$ cat config.mk
export PLATFORM = sky130hd
export DESIGN_NAME = greedy_line_fill_justify_core
export DESIGN_NICKNAME = d
export VERILOG_FILES = /design/src/design/glfj_pkg.sv /design/src/design/greedy_line_fill_justify_core.sv /design/src/design/glfj_div.sv
export SDC_FILE = /design/constraint.sdc
export NUM_CORES = 1
export LEC_CHECK = 0
export BUFFER_PORTS_ARGS = -buffer_cell sky130_fd_sc_hd__buf_2
export CORE_MARGIN = 2
export CORE_UTILIZATION = 36
export DETAILED_ROUTE_END_ITERATION = 7
export GPL_ROUTABILITY_DRIVEN = 1
export PLACE_DENSITY_LB_ADDON = 0.15
export SYNTH_ARGS = -nofsm -noshare
export SYNTH_HDL_FRONTEND = slang
export SYNTH_SLANG_ARGS = --single-unit
$ cat constraint.sdc
create_clock -name clk_i -period 6.7 [get_ports clk_i]
set_input_delay 0.67 -clock clk_i [delete_from_list [all_inputs] [get_ports clk_i]]
set_output_delay 0.67 -clock clk_i [all_outputs]
set_load 0.01 [all_outputs]
$ cat src/design/glfj_pkg.sv
// ----------------------------------------------------------------------------
// glfj_pkg
// Shared constants for the greedy line fill and justify core: register
// indexes, alignment codes and whitespace decoding.
// ----------------------------------------------------------------------------
package glfj_pkg;

  localparam int unsigned MAX_WIDTH_DEF = 32;
  localparam int unsigned CFG_ADDR_W    = 1;
  localparam int unsigned CFG_DATA_W    = 6;
  localparam int unsigned CHAR_W        = 8;

  localparam logic [CFG_ADDR_W-1:0] CFG_LINE_WIDTH = 1'b0;
  localparam logic [CFG_ADDR_W-1:0] CFG_ALIGN_MODE = 1'b1;

  localparam logic [1:0] ALIGN_LEFT    = 2'd0;
  localparam logic [1:0] ALIGN_JUSTIFY = 2'd1;
  localparam logic [1:0] ALIGN_RIGHT   = 2'd2;
  localparam logic [1:0] ALIGN_CENTER  = 2'd3;

  localparam logic [CHAR_W-1:0] CHAR_SPACE = 8'd32;
  localparam logic [CHAR_W-1:0] CHAR_TAB   = 8'd9;
  localparam logic [CHAR_W-1:0] CHAR_LF    = 8'd10;
  localparam logic [CHAR_W-1:0] CHAR_VT    = 8'd11;
  localparam logic [CHAR_W-1:0] CHAR_FF    = 8'd12;
  localparam logic [CHAR_W-1:0] CHAR_CR    = 8'd13;

  function automatic logic is_sep(input logic [CHAR_W-1:0] c);
    return (c == CHAR_SPACE) || (c == CHAR_TAB) || (c == CHAR_LF) ||
           (c == CHAR_VT) || (c == CHAR_FF) || (c == CHAR_CR);
  endfunction

endpackage

$ cat src/design/greedy_line_fill_justify_core.sv
// ----------------------------------------------------------------------------
// greedy_line_fill_justify_core
// Greedy word wrap with left, justified, right and centered line output.
// Word bytes are stored as they arrive. A separator copies the held word from
// the word memory into the line: a space, then a read and a write per letter
// (registered reads). An emitted line runs start, gap division in justified
// mode, leading pad, letters with gaps widened, trailing pad. Memories keep
// data; reset sets config defaults, clears state, word/line counts, tvalid.
// ----------------------------------------------------------------------------
module greedy_line_fill_justify_core
  import glfj_pkg::*;
#(
  parameter int unsigned MAX_WIDTH = glfj_pkg::MAX_WIDTH_DEF
) (
  input  logic                             clk_i,
  input  logic                             rst_ni,
  // char_code[7:0]
  input  logic [glfj_pkg::CHAR_W-1:0]      s_axis_tdata_i,
  input  logic                             s_axis_tlast_i,
  input  logic                             s_axis_tvalid_i,
  output logic                             s_axis_tready_o,
  // out_char[7:0]
  output logic [glfj_pkg::CHAR_W-1:0]      m_axis_tdata_o,
  // line_end[0]
  output logic                             m_axis_tuser_o,
  output logic                             m_axis_tlast_o,
  output logic                             m_axis_tvalid_o,
  input  logic                             m_axis_tready_i,
  input  logic                             cfg_we_i,
  input  logic [glfj_pkg::CFG_ADDR_W-1:0]  cfg_addr_i,
  input  logic [glfj_pkg::CFG_DATA_W-1:0]  cfg_wdata_i
);

  localparam int unsigned CW = $clog2(MAX_WIDTH + 1);
  localparam int unsigned AW = (MAX_WIDTH > 1) ? $clog2(MAX_WIDTH) : 1;

  typedef enum logic [10:0] {
    ST_IDLE     = 11'b00000000001,
    ST_PLACE    = 11'b00000000010,
    ST_CP_RD    = 11'b00000000100,
    ST_CP_WR    = 11'b00000001000,
    ST_EM_START = 11'b00000010000,
    ST_EM_DIV   = 11'b00000100000,
    ST_EM_LEAD  = 11'b00001000000,
    ST_EM_RD    = 11'b00010000000,
    ST_EM_CH    = 11'b00100000000,
    ST_EM_GAP   = 11'b01000000000,
    ST_EM_TRAIL = 11'b10000000000
  } state_e;

  state_e state_q, state_d;

  logic [CFG_DATA_W-1:0] line_width_q;
  logic [1:0]            align_q;

  logic [CW-1:0] word_len_q, word_len_d;
  logic [CW-1:0] letters_q, letters_d;
  logic [5:0]    words_q, words_d;
  logic [CW-1:0] wl_q, wl_d;
  logic [CW-1:0] idx_q, idx_d;
  logic [CW-1:0] gi_q, gi_d;
  logic [CW-1:0] spc_q, spc_d;
  logic [CW-1:0] ocnt_q, ocnt_d;
  logic [CW-1:0] total_q, total_d;
  logic [CW-1:0] lead_q, lead_d;
  logic [CW-1:0] trail_q, trail_d;
  logic [CW-1:0] base_q, base_d;
  logic [CW-1:0] extra_q, extra_d;
  logic          expand_q, expand_d;
  logic          final_q, final_d;
  logic          ret_place_q, ret_place_d;
  logic          eot_q, eot_d;

  logic              oval_q;
  logic [CHAR_W-1:0] ochar_q;
  logic              oend_q, olast_q;

  logic [CHAR_W-1:0] line_mem [MAX_WIDTH];
  logic [CHAR_W-1:0] word_mem [MAX_WIDTH];
  logic [CHAR_W-1:0] lm_rdata_q, wm_rdata_q;
  logic              lm_we, lm_re, wm_we, wm_re;
  logic [AW-1:0]     lm_waddr, lm_raddr, wm_waddr, wm_raddr;
  logic [CHAR_W-1:0] lm_wdata, wm_wdata;

  logic              div_start, div_done;
  logic [CW-1:0]     div_dividend, div_divisor, div_quot, div_rem;

  logic [CW-1:0]     w_eff, wl_cur, gaps, pad, e_sp;
  logic [CW:0]       need;
  logic              in_fire, slot_free, emit_req, emit_fire, emit_end;
  logic [CHAR_W-1:0] emit_char;

  always_comb begin
    if (line_width_q == '0) begin
      w_eff = CW'(1);
    end else if (line_width_q > CFG_DATA_W'(MAX_WIDTH)) begin
      w_eff = CW'(MAX_WIDTH);
    end else begin
      w_eff = CW'(line_width_q);
    end
  end

  assign wl_cur = (word_len_q > w_eff) ? w_eff : word_len_q;
  assign need   = {1'b0, letters_q} + (CW+1)'(1) + {1'b0, wl_cur};
  assign gaps   = CW'(words_q - 6'd1);
  assign pad    = w_eff - (letters_q - gaps);
  assign e_sp   = w_eff - letters_q;

  assign s_axis_tready_o = (state_q == ST_IDLE);
  assign in_fire         = s_axis_tvalid_i && s_axis_tready_o;
  assign slot_free       = !oval_q || m_axis_tready_i;
  assign emit_fire       = emit_req && slot_free;
  assign emit_end        = (ocnt_q == total_q - CW'(1));

  assign div_dividend = pad;
  assign div_divisor  = gaps;

  glfj_div #(
    .W (CW)
  ) u_div (
    .clk_i      (clk_i),
    .rst_ni     (rst_ni),
    .start_i    (div_start),
    .dividend_i (div_dividend),
    .divisor_i  (div_divisor),
    .done_o     (div_done),
    .quot_o     (div_quot),
    .rem_o      (div_rem)
  );

  always_comb begin
    state_d     = state_q;
    word_len_d  = word_len_q;
    letters_d   = letters_q;
    words_d     = words_q;
    wl_d        = wl_q;
    idx_d       = idx_q;
    gi_d        = gi_q;
    spc_d       = spc_q;
    ocnt_d      = ocnt_q;
    total_d     = total_q;
    lead_d      = lead_q;
    trail_d     = trail_q;
    base_d      = base_q;
    extra_d     = extra_q;
    expand_d    = expand_q;
    final_d     = final_q;
    ret_place_d = ret_place_q;
    eot_d       = eot_q;
    lm_we       = 1'b0;
    lm_waddr    = letters_q[AW-1:0];
    lm_wdata    = CHAR_SPACE;
    lm_re       = 1'b0;
    lm_raddr    = idx_q[AW-1:0];
    wm_we       = 1'b0;
    wm_waddr    = word_len_q[AW-1:0];
    wm_wdata    = s_axis_tdata_i;
    wm_re       = 1'b0;
    wm_raddr    = idx_q[AW-1:0];
    div_start   = 1'b0;
    emit_req    = 1'b0;
    emit_char   = CHAR_SPACE;

    unique case (state_q)
      ST_IDLE: begin
        if (in_fire) begin
          if (!s_axis_tlast_i && !is_sep(s_axis_tdata_i)) begin
            if (word_len_q < w_eff && word_len_q < CW'(MAX_WIDTH)) begin
              wm_we      = 1'b1;
              word_len_d = word_len_q + CW'(1);
            end
          end else begin
            eot_d = s_axis_tlast_i;
            wl_d  = wl_cur;
            if (wl_cur == '0) begin
              if (s_axis_tlast_i) begin
                final_d     = 1'b1;
                ret_place_d = 1'b0;
                state_d     = ST_EM_START;
              end
            end else if (words_q != '0 && need > {1'b0, w_eff}) begin
              final_d     = !s_axis_tlast_i;
              ret_place_d = 1'b1;
              state_d     = ST_EM_START;
            end else begin
              state_d = ST_PLACE;
            end
          end
        end
      end
      ST_PLACE: begin
        if (words_q != '0 && letters_q < CW'(MAX_WIDTH)) begin
          lm_we     = 1'b1;
          letters_d = letters_q + CW'(1);
        end
        idx_d   = '0;
        state_d = ST_CP_RD;
      end
      ST_CP_RD: begin
        if (idx_q < wl_q && letters_q < CW'(MAX_WIDTH)) begin
          wm_re   = 1'b1;
          state_d = ST_CP_WR;
        end else begin
          words_d    = words_q + 6'd1;
          word_len_d = '0;
          if (eot_q) begin
            final_d     = 1'b1;
            ret_place_d = 1'b0;
            state_d     = ST_EM_START;
          end else begin
            state_d = ST_IDLE;
          end
        end
      end
      ST_CP_WR: begin
        lm_we     = 1'b1;
        lm_wdata  = wm_rdata_q;
        letters_d = letters_q + CW'(1);
        idx_d     = idx_q + CW'(1);
        state_d   = ST_CP_RD;
      end
      ST_EM_START: begin
        ocnt_d   = '0;
        idx_d    = '0;
        gi_d     = '0;
        lead_d   = '0;
        trail_d  = '0;
        expand_d = 1'b0;
        total_d  = w_eff;
        if (words_q == '0 || letters_q == '0) begin
          state_d = ret_place_q ? ST_PLACE : ST_IDLE;
        end else if (align_q == ALIGN_LEFT || letters_q >= w_eff) begin
          total_d = letters_q;
          state_d = ST_EM_LEAD;
        end else begin
          state_d = ST_EM_LEAD;
          unique case (align_q)
            ALIGN_JUSTIFY: begin
              if (gaps == '0) begin
                trail_d = pad;
              end else begin
                expand_d  = 1'b1;
                div_start = 1'b1;
                state_d   = ST_EM_DIV;
              end
            end
            ALIGN_RIGHT: lead_d = e_sp;
            ALIGN_CENTER: begin
              lead_d  = e_sp - (e_sp >> 1);
              trail_d = e_sp >> 1;
            end
            default: lead_d = '0;
          endcase
        end
      end
      ST_EM_DIV: begin
        if (div_done) begin
          base_d  = div_quot;
          extra_d = div_rem;
          state_d = ST_EM_LEAD;
        end
      end
      ST_EM_LEAD: begin
        if (lead_q == '0) begin
          state_d = ST_EM_RD;
        end else begin
          emit_req = 1'b1;
          if (emit_fire) begin
            lead_d = lead_q - CW'(1);
          end
        end
      end
      ST_EM_RD: begin
        if (idx_q < letters_q) begin
          lm_re   = 1'b1;
          state_d = ST_EM_CH;
        end else begin
          state_d = ST_EM_TRAIL;
        end
      end
      ST_EM_CH: begin
        if (expand_q && lm_rdata_q == CHAR_SPACE) begin
          spc_d   = base_q + ((gi_q < extra_q) ? CW'(1) : CW'(0));
          gi_d    = gi_q + CW'(1);
          state_d = ST_EM_GAP;
        end else begin
          emit_req  = 1'b1;
          emit_char = lm_rdata_q;
          if (emit_fire) begin
            idx_d   = idx_q + CW'(1);
            state_d = ST_EM_RD;
          end
        end
      end
      ST_EM_GAP: begin
        emit_req = 1'b1;
        if (emit_fire) begin
          spc_d = spc_q - CW'(1);
          if (spc_q == CW'(1)) begin
            idx_d   = idx_q + CW'(1);
            state_d = ST_EM_RD;
          end
        end
      end
      ST_EM_TRAIL: begin
        if (trail_q == '0) begin
          letters_d = '0;
          words_d   = '0;
          state_d   = ret_place_q ? ST_PLACE : ST_IDLE;
        end else begin
          emit_req = 1'b1;
          if (emit_fire) begin
            trail_d = trail_q - CW'(1);
          end
        end
      end
      default: state_d = ST_IDLE;
    endcase

    if (emit_fire) begin
      ocnt_d = ocnt_q + CW'(1);
    end
  end

  always_ff @(posedge clk_i) begin
    if (lm_we) begin
      line_mem[lm_waddr] <= lm_wdata;
    end
    if (lm_re) begin
      lm_rdata_q <= line_mem[lm_raddr];
    end
    if (wm_we) begin
      word_mem[wm_waddr] <= wm_wdata;
    end
    if (wm_re) begin
      wm_rdata_q <= word_mem[wm_raddr];
    end
  end

  always_ff @(posedge clk_i or negedge rst_ni) begin
    if (!rst_ni) begin
      state_q      <= ST_IDLE;
      line_width_q <= CFG_DATA_W'(32);
      align_q      <= ALIGN_LEFT;
      word_len_q   <= '0;
      letters_q    <= '0;
      words_q      <= '0;
      oval_q       <= 1'b0;
    end else begin
      state_q    <= state_d;
      word_len_q <= word_len_d;
      letters_q  <= letters_d;
      words_q    <= words_d;
      if (slot_free) begin
        oval_q <= emit_fire;
      end
      if (cfg_we_i) begin
        unique case (cfg_addr_i)
          CFG_LINE_WIDTH: line_width_q <= cfg_wdata_i;
          CFG_ALIGN_MODE: align_q      <= cfg_wdata_i[1:0];
          default:        align_q      <= align_q;
        endcase
      end
    end
  end

  always_ff @(posedge clk_i) begin
    wl_q        <= wl_d;
    idx_q       <= idx_d;
    gi_q        <= gi_d;
    spc_q       <= spc_d;
    ocnt_q      <= ocnt_d;
    total_q     <= total_d;
    lead_q      <= lead_d;
    trail_q     <= trail_d;
    base_q      <= base_d;
    extra_q     <= extra_d;
    expand_q    <= expand_d;
    final_q     <= final_d;
    ret_place_q <= ret_place_d;
    eot_q       <= eot_d;
    if (emit_fire) begin
      ochar_q <= emit_char;
      oend_q  <= emit_end;
      olast_q <= emit_end && final_q;
    end
  end

  assign m_axis_tvalid_o = oval_q;
  assign m_axis_tdata_o  = ochar_q;
  assign m_axis_tuser_o  = oend_q;
  assign m_axis_tlast_o  = olast_q;

  a_last_ends_line: assert property (@(posedge clk_i) disable iff (!rst_ni)
    (m_axis_tvalid_o && m_axis_tlast_o) |-> m_axis_tuser_o)
    else $error("last transfer does not close a line");

  a_copy_in_range: assert property (@(posedge clk_i) disable iff (!rst_ni)
    (state_q == ST_CP_WR) |-> (letters_q < CW'(MAX_WIDTH)))
    else $error("line memory write beyond capacity");

  a_line_cleared: assert property (@(posedge clk_i) disable iff (!rst_ni)
    (state_q == ST_EM_TRAIL && trail_q == '0) |=> (letters_q == '0 && words_q == '0))
    else $error("held line not cleared after emission");

endmodule

$ cat src/design/glfj_div.sv
// ----------------------------------------------------------------------------
// glfj_div
// Small iterative divider: one subtraction per cycle, gives quotient and
// remainder of the justification padding over the gap count.
// ----------------------------------------------------------------------------
module glfj_div #(
  parameter int unsigned W = 6
) (
  input  logic         clk_i,
  input  logic         rst_ni,
  input  logic         start_i,
  input  logic [W-1:0] dividend_i,
  input  logic [W-1:0] divisor_i,
  output logic         done_o,
  output logic [W-1:0] quot_o,
  output logic [W-1:0] rem_o
);

  logic         busy_q, busy_d;
  logic [W-1:0] rem_q, rem_d;
  logic [W-1:0] quo_q, quo_d;
  logic [W-1:0] div_q, div_d;
  logic         ge;

  assign ge     = (rem_q >= div_q);
  assign done_o = busy_q && !ge;
  assign quot_o = quo_q;
  assign rem_o  = rem_q;

  always_comb begin
    busy_d = busy_q;
    rem_d  = rem_q;
    quo_d  = quo_q;
    div_d  = div_q;
    if (start_i) begin
      busy_d = 1'b1;
      rem_d  = dividend_i;
      quo_d  = '0;
      div_d  = divisor_i;
    end else if (busy_q) begin
      if (ge) begin
        rem_d = rem_q - div_q;
        quo_d = quo_q + W'(1);
      end else begin
        busy_d = 1'b0;
      end
    end
  end

  always_ff @(posedge clk_i or negedge rst_ni) begin
    if (!rst_ni) begin
      busy_q <= 1'b0;
    end else begin
      busy_q <= busy_d;
    end
  end

  always_ff @(posedge clk_i) begin
    rem_q <= rem_d;
    quo_q <= quo_d;
    div_q <= div_d;
  end

endmodule

==> impl_metrics.ini, run 1 <==
[synth]
synth_top_area_share_pct = 63.73
synthXorXnorAreaFrac_pct = 2.240
async_reset_ff_share_pct = 5.918
syn-num-nets = 1795
synth.area.mux_share_pct = 13.93
ys_top_cells_by_area = edfxtp_1 (64%), mux4_2 (12%), ha_1 (3.5%), dfrtp_1 (3.2%), nor2_1 (1.7%)
synth_edf_count = 614
synth_top_family_by_area = multiplexers
synth_seq_cells = 659
synth_cell_types = 74
ys_seq_area_share_pct = 67.53
synth_top_area_cell = edfxtp_1
synth-main-ff-cell = edfxtp_1
synth_compound_area_share_pct = 3.153
synth_simple_gate_area_share_pct = 7.101
ys.warnings.count = 0
synthAdderAreaFrac_pct = 4.083
syn_avg_cell_area_um2 = 17.17
netlist_area_um2 = 28930
netlist_instances = 1685

[critical_path]
critPathKind = flip-flop to flip-flop
crit_fanout = 10
arrival_ps = 5840
startpoint_type = flip-flop
required_ps = 6990
endpoint_kind = flip-flop

[route]
vias = 14890
wl_um = 68010
firstDrtPassIters = 5
drt-vias-per-instance = 5.224
wl_per_cell_um = 23.85
drt_iter0_drc = 1053
post-route-drc-count = 0
ant_nets = 0

[timing]
period_needed_ps = 5545
finalHoldViolations = 0
fmax_mhz = 180.3
relSlewSlack_pct = 12.41
setup-violations-final = 0
finalCritPeriodShare_pct = 82.76
max_slew.worst_pin.slew_ps = 1314
final.setup.tns_ps = 0
slew_violations = 0
whs_ps = 257.5
clock-skew-final_ps = 29.12
rsz0062_at_grt = no

[global_routing]
grt_max_degree = 131
grtUsageMet1_pct = 23.59
grt_pass1_vias = 15580
use_met2_pct = 27.41
grt.overflow.total = 0
grt_pass1_wl_um = 103100
grtUsageTotal_pct = 16.86
antenna_found_initial = 1
busiest_layer = met2
met3_usage_pct = 2.417

[clock_tree]
cts_setup_buffers = 0
clk_latency_ps = 620
cts_made_buffers = 76
htree_levels = 3
cts-root-buf = clkbuf_16
cts_resized = 0
clkTransAtPathRegs_ps = 60
clk_path_buf_depth = 3
cts.sinks = 659
hold_buffers = 0
cts_tree = done

[layout]
syn_to_final_growth_pct = 13.12
diodes = 0
drive_above_1_share_pct = 20.16
final_cell_mix = edfxtp_1 (614), mux4_2 (160), nor2_1 (134)
nets = 1853
fin_cells = 2851
final_util_pct = 41.29
final_common_cell = edfxtp_1

[place]
hpwl_um = 44140
dp_cells = 2715
portBuffers = 32
place.gp.congestion = 0.8306

[power]
p_leak_nw = 11.16
total_power_mw = 11.31
ir_drop_mv = 0.2005
p_per_area_nw_per_um2 = 345.6

[die]
start_util_pct = 36.50
coreArea_um2 = 79260
io_pins = 33
die_w_um = 287.5
core.rowCount = 103
fp.dieH_um = 287.5
die-area_um2 = 82640

[run_status]
outcome = completed

[flow_run]
maxCapViolCount = 0

[worst_hold_path]
min_path_type = input port to asynchronous set/reset pin
[metal layers]
layer  up-vias  routed length (µm)
met2       264               32930
met1      7803               31120
li1       6733                   -
met4         0                1609
met5         -                   0
met3        93                2347
[cell families (layout without fill, tap and decap cells)]
family | count (synthesis) | in the layout
DFF | 659 | 659
and+or+nand+nor | 390 | 390
muxes | 199 | 199
AOI/OAI and AO/OA | 142 | 142
buffers and inverters | 132 | 248
adders and majority gates | 89 | 89
xor gates and xnor gates | 74 | 74
[through the flow]
step	worst slack, ps	instance area, µm²
finish	1155	32730
global placement	1330	30220
CTS	1217	32730
detailed placement	1200	30220
floorplan	1884	28930
global route	798.4	32730
[final timing paths]
| check | start | to | slack [ps] | depth (start not counted) |
|---|---|---|---|---|
| min in group clk_i | cfg_wdata_i[3] | line_width_q[3] | 320 | 2 |
| worst max-delay path | line_width_q[5] | final_q | 1160 | 19 |
| worst min register to register | u_div.quot_o[5] | base_q[5] | 450 | 0 |
| worst min-delay path | rst_ni | u_div.busy_q | 260 | 1 |
| worst max register to register | line_width_q[5] | final_q | 1160 | 19 |
| max in group asynchronous | rst_ni | line_width_q[4] | 5710 | 1 |
[power breakdown]
group	internal [mW]	total, mW	switching (mW)
sequential	4.61	4.75	0.135
combinational	1.04	2.39	1.35
clock	2.50	4.18	1.68
[worst max-delay path: stages, from the launching register on]
cell and delay, ps:
dfstp_2 420, nor2b_1 350, inv_1 170, ha_1 320, and4_1 200, and3_1 170
a31oi_1 710, o21ai_0 360, ha_1 360, a21o_1 190, a21o_1 200, a21o_1 180
a21oi_1 160, xnor2_1 150, ha_1 260, and4_1 210, a31oi_1 150, o21ai_0 130
o2111ai_1 190, nor3b_1 340
[state kept, by name, indices dropped and copies added (netlist names), 8 cells and up]
signal and count:
word_mem 256, m_axis_tdata_o 8, lm_rdata_q 8, state_q 11, wm_rdata_q 8, line_mem 256
[Yosys cell counts (5+ instances only)]
cell type  number
fa_1            9
nor4_1          6
nor3_1         18
o21ai_0        39
nand3b_1        5
or3_1          11
dfxtp_1         6
nor2b_1        19
nand2b_1       19
buf_4           8
xnor2_1        38
nand3_1        32
nor3b_1         5
nor2_1        134
a21oi_1        25
ha_1           80
edfxtp_1      614
inv_1          63
mux4_2        160
o22ai_1        10
xor2_1         36
dfrtp_1        37
o31ai_1         5
o21a_1          7
buf_2          16
a21o_1         18
mux2i_1        10
and2_1         21
or2_2           5
a31oi_1         8
nand4_1        14
mux2_2         29
buf_1          10
nand2_1        59
clkbuf_1       31
[cell type report]
cell class / count / area [µm²]
Sequential cell: 659 / 19540
Clock buffer: 101 / 1996
Clock inverter: 35 / 508.0
Inverter: 64 / 240.2
Timing Repair Buffer: 48 / 305.3
Tap cell: 1050 / 1314
Fill cell: 7104 / 46530
Multi-Input combinational cell: 894 / 8826
Power figures use the tool's default switching activity.
==> run 2, diff against run 1 <==
==> constraint.sdc (replaced) <==
create_clock -name clk_i -period 5.3 [get_ports clk_i]
set_input_delay 0.53 -clock clk_i [delete_from_list [all_inputs] [get_ports clk_i]]
set_output_delay 0.53 -clock clk_i [all_outputs]
set_load 0.01 [all_outputs]
==> impl_metrics.ini, run 2 (synthesis results as in run 1) <==
[run_status]
outcome = completed

[place]
hpwl_um = 44600
portBuffers = 32
place.gp.congestion = 0.8730
place_area_um2 = 30390

[power]
p_leak_nw = 11.12
p_clk_share_pct = 35.7
swShare_pct = 28.83
p_per_area_nw_per_um2 = 427.8
power_frac_seq_pct = 42.5
total_power_mw = 14.03
p_int_mw = 9.986
p_sw_mw = 4.045
pwr-share-comb_pct = 21.8
ir_drop_mv = 0.2700

[timing]
slew_violations = 0
clock-skew-final_ps = 38.27
finalCritPeriodShare_pct = 92.48
final.setup.tns_ps = 0
period_needed_ps = 4901
setup-violations-final = 0
finalHoldViolations = 0
whs_ps = 95.05
relSlewSlack_pct = 24.54
max_slew.worst_pin.slew_ps = 1120
fmax_mhz = 204.0
rsz0062_at_grt = no

[layout]
final_area_um2 = 32800
regArea_um2 = 19540
syn_to_final_growth_pct = 13.38
drive_above_1_share_pct = 21.88
final_cell_mix = edfxtp_1 (614), mux4_2 (160), nor2_1 (133)
nFillCells = 7077
nets = 1875
final_util_pct = 41.38
reg.largest.list = line_mem x256, word_mem x256, state_q x11
multi_input_area_um2 = 8843
diodes = 0
final_common_cell = edfxtp_1

[route]
wl_per_cell_um = 23.66
drt_iter0_drc = 963
wl_um = 68010
vias = 14970
post-route-drc-count = 0
ant_nets = 0
firstDrtPassIters = 6
drt-vias-per-instance = 5.210

[critical_path]
endpoint_kind = flip-flop
crit_chain = nor2b_2 > inv_1 > ha_1 > nor2b_1 > o21ai_0 > a31oi_1 > buf_4 > o21ai_0 > ha_1 > a21o_1 > a21o_1 > a21o_1 > a21oi_1 > xnor2_1 > ha_1 > and4_1 > a31oi_1 > o21ai_0 > o2111ai_1 > nor3b_2
startpoint_type = flip-flop
slowest_delay_ps = 430
critPathKind = flip-flop to flip-flop
critPathSlowestCell = dfstp_2
required_ps = 5620
crit_fanout = 10
arrival_ps = 5220

[global_routing]
grt_pass1_vias = 15600
grt_pass1_wl_um = 102800
grt.overflow.total = 0
grt_max_degree = 131
antenna_found_initial = 0
grtUsageTotal_pct = 16.80

[clock_tree]
cts_tree = done
cts.sinks = 659
htree_levels = 3
clk_path_buf_depth = 3
cts-root-buf = clkbuf_16
hold_buffers = 0
clk_latency_ps = 640
cts_made_buffers = 75
clkTransAtPathRegs_ps = 60

[die]
core.rowCount = 103
io_pins = 33
fp.dieH_um = 287.5
die_w_um = 287.5
coreArea_um2 = 79260
start_util_pct = 36.50
die-area_um2 = 82640

[worst_hold_path]
min_path_type = input port to asynchronous set/reset pin

[flow_run]
maxCapViolCount = 0
[run 2: through the flow]
step	std cells	setup slack, ps
CTS	2874	162.2
global route	2874	90.30
finish	2874	398.6
global placement	2738	303.8
detailed placement	2738	141.1
floorplan	1685	484.5
[run 2: worst max-delay path, delay by kind of cell (launching register included)]
family | cells | cell delay (ps)
adder cells (fa/ha/maj) | 3 | 880
AND/OR/NAND/NOR | 4 | 960
flip-flops | 1 | 430
buffers and inverters | 2 | 350
XOR/XNOR | 1 | 140
AO/OA/AOI/OAI | 10 | 1830
[run 2: worst paths after layout]
kind	start	end	slack, ps	cells past startpoint
setup / recovery	line_width_q[5]	final_q	400	20
hold / removal	rst_ni	u_div.busy_q	100	1
setup reg to reg	line_width_q[5]	final_q	400	20
hold reg to reg	u_div.quot_o[5]	base_q[5]	470	0
max in group asynchronous	rst_ni	word_len_q[0]	4480	1
min in group clk_i	cfg_wdata_i[4]	line_width_q[4]	170	2
[run 2: per-layer routing]
metal / global-route usage (%) / up-vias / share of wire (%)
li1: - / 6770 / -
met1: 23.00 / 7809 / 45
met2: 27.90 / 299 / 49
met3: 2.726 / 95 / 3.9
met4: 4.414 / 0 / 2.1
met5: 0 / - / 0
[run 2: final cells by class]
type,count,share of cell area [%]
inverters,64,0.7324
well taps,1050,4.005
flip-flops and latches,659,59.56
clock inverters,41,1.236
clock buffers,95,6.046
repair buffers,71,1.457
multi-input cells,894,26.96
[run 2: what timing repair did]
item	in CTS	in global routing
hold endpoints to repair	0	0
setup buffers	0	0
resized for setup	0	6
endpoints found under the setup margin	0	2
[run 2: power by group through the flow]
stage,Clock [mW],Sequential [mW],Combinational (mW)
5_1_grt,5.31,5.98,3.37
4_1_cts,5.12,5.96,3.11
2_1_floorplan,0,6.00,2.23
3_5_place_dp,0,6.07,3.09
6_report,5.00,5.96,3.07
3_3_place_gp,0,6.07,3.07
